`src/sv/mtf_pkg.sv`:
```
// Shared types and constants for the move-to-front codec.
package mtf_pkg;

    // Width of one symbol or rank.
    localparam int SYM_W = 8;

    // Configuration port geometry.
    localparam int APB_ADDR_W = 3;
    localparam int APB_DATA_W = 32;

    // Register indexes, taken from paddr[2].
    localparam logic REG_DIRECTION = 1'b0;

    // Coding directions.
    localparam logic DIR_ENCODE = 1'b0;
    localparam logic DIR_DECODE = 1'b1;

    typedef logic [SYM_W-1:0] sym_t;

    // Control broadcast from the sequencer to every cell of the list.
    typedef struct packed {
        logic cmp_en;
        logic dir;
        sym_t key;
        logic upd_en;
        logic hit;
        sym_t pos;
        logic clear;
    } mtf_ctrl_t;

endpackage

```
`src/sv/mtf_cell.sv`:
```
// One list cell: holds a symbol, compares it and shifts from its neighbor.
module mtf_cell import mtf_pkg::*; #(
    parameter int INDEX = 0
) (
    input  logic      clk,
    input  logic      rst_n,
    input  mtf_ctrl_t ctrl,
    input  sym_t      shift_in,
    output sym_t      sym,
    output logic      match
);

    localparam sym_t IDX = SYM_W'(INDEX);

    sym_t sym_reg;
    logic match_reg;
    logic match_next;
    logic shift;

    // Encode matches on the stored symbol, decode matches on the position.
    assign match_next = (ctrl.dir == DIR_DECODE) ? (ctrl.key == IDX) : (sym_reg == ctrl.key);

    // Cells at or below the moved entry's old position take the left neighbor.
    assign shift = ctrl.upd_en && ctrl.hit && (IDX <= ctrl.pos);

    always_ff @(posedge clk or negedge rst_n)
    begin
        if (!rst_n)
        begin
            sym_reg   <= IDX;
            match_reg <= 1'b0;
        end
        else
        begin
            if (ctrl.cmp_en)
            begin
                match_reg <= match_next;
            end
            if (ctrl.clear)
            begin
                sym_reg <= IDX;
            end
            else if (shift)
            begin
                sym_reg <= shift_in;
            end
        end
    end

    assign sym   = sym_reg;
    assign match = match_reg;

endmodule

```
`config.mk`:
```
export PLATFORM = sky130hd
export DESIGN_NAME = mtf_cell
export DESIGN_NICKNAME = d
export VERILOG_FILES = /design/src/sv/mtf_pkg.sv /design/src/sv/mtf_cell.sv
export SDC_FILE = /design/constraint.sdc
export NUM_CORES = 1
export LEC_CHECK = 0
export BUFFER_PORTS_ARGS = -buffer_cell sky130_fd_sc_hd__buf_4
export CELL_PAD_IN_SITES_DETAIL_PLACEMENT = 1
export CELL_PAD_IN_SITES_GLOBAL_PLACEMENT = 2
export CORE_MARGIN = 2
export CORE_UTILIZATION = 21
export CTS_BUF_LIST = sky130_fd_sc_hd__clkbuf_4
export CTS_CLUSTER_SIZE = 30
export DETAILED_ROUTE_END_ITERATION = 6
export PLACE_DENSITY = 0.92
export SLEW_MARGIN = 15
export SYNTH_ARGS = -nofsm -noshare
export SYNTH_HDL_FRONTEND = slang
export SYNTH_SLANG_ARGS = --single-unit
export TNS_END_PERCENT = 5
```
`constraint.sdc`:
```
create_clock -name clk -period 2.3 [get_ports clk]
set_clock_uncertainty 0.05 [all_clocks]
set_input_delay 0.46 -clock clk [delete_from_list [all_inputs] [get_ports clk]]
set_output_delay 0.46 -clock clk [all_outputs]
set_load 0.01 [all_outputs]
```
# --- Word-level counts from Yosys, hierarchy flattened ---
# Index checks and enable logic that the tools add are counted.
# W data, S select, Z words.
op_classes:
  n_lt_le_gt_ge: 1
  eq_ne: 1
  n_mux: 3
  reduce_logical: 4
ops:
  columns: ["operator", "count"]
  rows:
  - ["$mux W8", 2]
  - ["$eq A8 B8 Y1", 1]
  - ["$le A1 B8 Y1 const A", 1]
  - ["$logic_not A8 Y1", 1]
  - ["$logic_and A1 B1 Y1", 2]
  - ["$reduce_bool A2 Y1", 1]
  - ["$mux W1", 1]
word_totals:
  regBits: 9
  inputBits: 31
  out_inout_bits: 9
  word_cells: 11

# --- Depth between registers and ports, before layout ---
logic_depth:
  ltp_word: 4
  ltp_mapped: 4
  ltp_nobuf: 3

# --- Least setup slack after synthesis ---
# No wires, ideal clock.
synth_path:
  path_kind: "input to register"
  start: "input port ctrl[15] (netlist bit)"
  end: "register match_reg (netlist: match)"
  setup_ps: 95
  t_arrival_ps: 908
  required_time_ps: 2155
  path_slack_ps: 1247
  cell_stages: 3
  n_path_buf: 0
  cell_sequence: "nor4_1 -> a41oi_1 -> o31ai_1"
synth_via:
  elab_chain_cells: 2
  elab_cells_between_ends: 3
  classes_between: "eq/ne (1); mux (1); reduce/logical (1)"
synth_lines:
  columns: ["element", "line_no", "rtl"]
  rows:
  - ["start: declaration", "mtf_cell.sv:7", "input mtf_ctrl_t ctrl,"]
  - ["$eq A8 B8 Y1 / $logic_not A8 Y1 (equally long branches)", "mtf_cell.sv:21", "assign match_next = (ctrl.dir == DIR_DECODE) ? (ctrl.key == IDX) : (sym_reg == ctrl.key);"]
  - ["$mux W1 *", "mtf_cell.sv:21", null]
  - ["end signal: assignment", "mtf_cell.sv:37", "match_reg <= match_next;"]
  - ["end: declaration", "mtf_cell.sv:16", "logic match_reg;"]
# Mark *: on every way between the ends. The rest lies on a longest branch, timed or not.
# A chain may end at the register's enable or synchronous reset.

# --- Worst setup path in the final report ---
layout_path:
  start: "register sym_reg[7] (netlist: sym[7])"
  end: "output port sym[7]"
layout_rtl:
  columns: ["element", "line_no", "rtl"]
  rows:
  - ["start: declaration", "mtf_cell.sv:15", "sym_t sym_reg;"]
  - ["start signal: assignment", "mtf_cell.sv:45", "sym_reg <= shift_in;"]
  - ["end: declaration", "mtf_cell.sv:9", "output sym_t sym,"]
# No word-level cell between the ends.

==> out/qor.csv <==
metric;value;unit
CP max stage delay;0.41;ns
cell area after synthesis;479.2;um2
Initial Utilization;21.87;%
Filler cells;285;
post-synthesis cell count;53;
hold_sp;ctrl[0];
max_slew headroom;83.87;%
vias in the first global route;569;
r2r worst-path depth;3;
Die W;51.77;um
DRT Pass-1 Iters;1;
largest net degree at the start of global routing;10;
Hold Path Class;in -> reg;
Worst Path Arrival;0.83;ns
Reg power frac;44.5;%
final setup fails;0;
Total Wirelength;1.349;mm
hold path cells;2;
GR Overflow Total;0;
status;completed;
DRC;0;
# port buffers;31;
Hold EP;sym[7];
Cells after DPL;109;
initial antenna violation count;0;
GRT Total Usage;11.91;%
die area;0.002680;mm2
clock network fraction of total power;34.3;%
CTS tree;done;
CORE AREA;0.002191;mm2
Max Fclk;746.5;MHz
clk_lat worst skew;0.26;ns
clock slew at reported path FFs;0.06;ns
Reg2Reg Setup Slack;1.25;ns
post-route non-filler standard cell count;114;
Cell Chain, Critical Path;buf_4;
cts repair resizes;0;
Ant. Diodes;0;
total net switching power;93.41;uW
TritonCTS Sinks;9;
Largest register FFs;8;
Synth cell types;14;
Num CTS Buffers;3;
FF-to-FF End;match;
flops & latches, synth;9;
routed len/inst;11.83;um
Critical Path Slowest Stage Cell;dfrtp_1;
Antenna Nets Post-Route;0;
Syn-to-layout area delta;61.36;%
Avg Cell Area, Syn;9.042;um2
setup ws final;0.9603;ns
Crit Path Max Fanout;3;
Clock Path Buffers;2;
Setup CP Type;reg -> out;
DRT iter0 DRCs;0;
Buf+Inv Stages, Crit Path;1;
clk root buf;clkbuf_4;
VDD IR-drop max;0.1434;mV
Final Hold Vio Count;0;
worst-margin pin slew;0.2397;ns
H-tree Lvls;1;
sequential share of the synthesized area;47.00;%
Worst setup EP type;output port;
share of cells above drive strength 1;41.86;%
I/O Pins;40;
pre-CTS WS;1.032;ns
Leakage;0.3488;nW
Startpoint Class;register;
first-pass GRT wire length;2.339;mm
PD cells;496.3;mW/mm2
post-synth net total;84;
delay-heaviest family, CP;flip-flops;
vias per cell;4.395;
Die Y;51.77;um
WP data required;1.79;ns
routed vias;501;
synth warn;0;
Placer Congestion;0.6541;
row count;17;
r2r startpoint;sym[6];
Max Transition Viols Final;0;
RSZ-0062 raised after global routing;false;
final period utilization;58.25;%
setup TNS;0;ns
max-cap check violation count;0;
switching share of total power;24.34;%
final net count;118;
Internal Power;290.3;uW
post-layout min period;1.340;ns
Comb power frac;21.2;%
## power by group through the flow
| stage | registers, mW | logic [mW] | clock network (mW) |
|---|---|---|---|
| after floorplan | 0.176 | 0.0293 | 0 |
| after global placement | 0.173 | 0.0803 | 0 |
| after detailed placement | 0.174 | 0.0812 | 0 |
| after CTS | 0.171 | 0.0832 | 0.139 |
| after global routing | 0.172 | 0.0910 | 0.146 |
| final | 0.171 | 0.0814 | 0.132 |
## stage by stage
step / cell area [um2] / util [%] / hold WS [ns] / power (mW)
2_1_floorplan: 479.2 / - / 0.1144 / 0.2050
5_1_grt: 773.2 / 35.29 / 0.3781 / 0.4087
3_5_place_dp: 733.2 / 33.47 / 0.2383 / 0.2550
6_report: 773.2 / 35.29 / 0.3655 / 0.3837
4_1_cts: 773.2 / 35.29 / 0.3571 / 0.3929
3_3_place_gp: 733.2 / 33.47 / 0.2382 / 0.2537
## synth_stat cells
library cell | count | share of area (%)
a21oi_1 | 8 | 8.4
dfrtp_1 | 9 | 47
buf_2 | 2 | 2.1
nand2_1 | 8 | 6.3
nor4_1 | 2 | 2.6
nand2_2 | 1 | 1.3
nand3_1 | 9 | 9.4
nand3b_1 | 1 | 1.6
xnor2_1 | 8 | 15
nand4_1 | 1 | 1.3
o31ai_1 | 1 | 1.6
nor2b_1 | 1 | 1.3
buf_1 | 1 | 0.78
a41oi_1 | 1 | 1.8
## repair_timing
action	CTS	global route
endpoints found under the hold margin	9	0
hold buffers	1	0
buffers inserted	0	0
## per-layer routing
| layer | global-route usage, % | routed length [um] | up-vias |
|---|---|---|---|
| met2 | 20.30 | 624 | 27 |
| met3 | 0.2874 | 86 | 4 |
| met5 | 0 | 0 | - |
| met1 | 13.60 | 599 | 217 |
| li1 | - | - | 253 |
| met4 | 10.53 | 39 | 0 |
## cell type report
cell class	instances	area, um2	area share [%]
clock buffer	4	30.03	3.883
timing repair buffer	32	242.7	31.39
sequential	9	225.2	29.13
tap	28	35.03	4.531
multi-input combinational	41	240.2	31.07
## placed cells by master (no fill, tap or decap)
cell and instances:
nor2b_1 1, nand2_2 1, a41oi_1 1, nand3_1 9, nand3b_1 1, nand4_1 1
xnor2_1 8, nor4_1 2, a21oi_1 8, clkbuf_4 4, buf_4 31, dlygate4sd3_1 1
nand2_1 8, o31ai_1 1, dfrtp_1 9
## cell families after synthesis
logic type / Yosys count / synth area share (%)
flops: 9 / 47.00
simple gates: 23 / 23.76
xor+xnor: 8 / 14.62
buf+inv: 3 / 2.871
compound gates: 10 / 11.75
## how the worst max path moves through the flow
stage,from,end,slack [ns],cells past startpoint
after floorplan,ctrl[15],match,1.25,3
after global placement,ctrl[11],match,1.04,4
after detailed placement,ctrl[15],match,1.03,4
after CTS,sym[6],sym[6],0.94,1
after global routing,sym[1],sym[1],0.92,1
final,sym[7],sym[7],0.96,1
No activity file was read; power rests on OpenSTA's default activity.
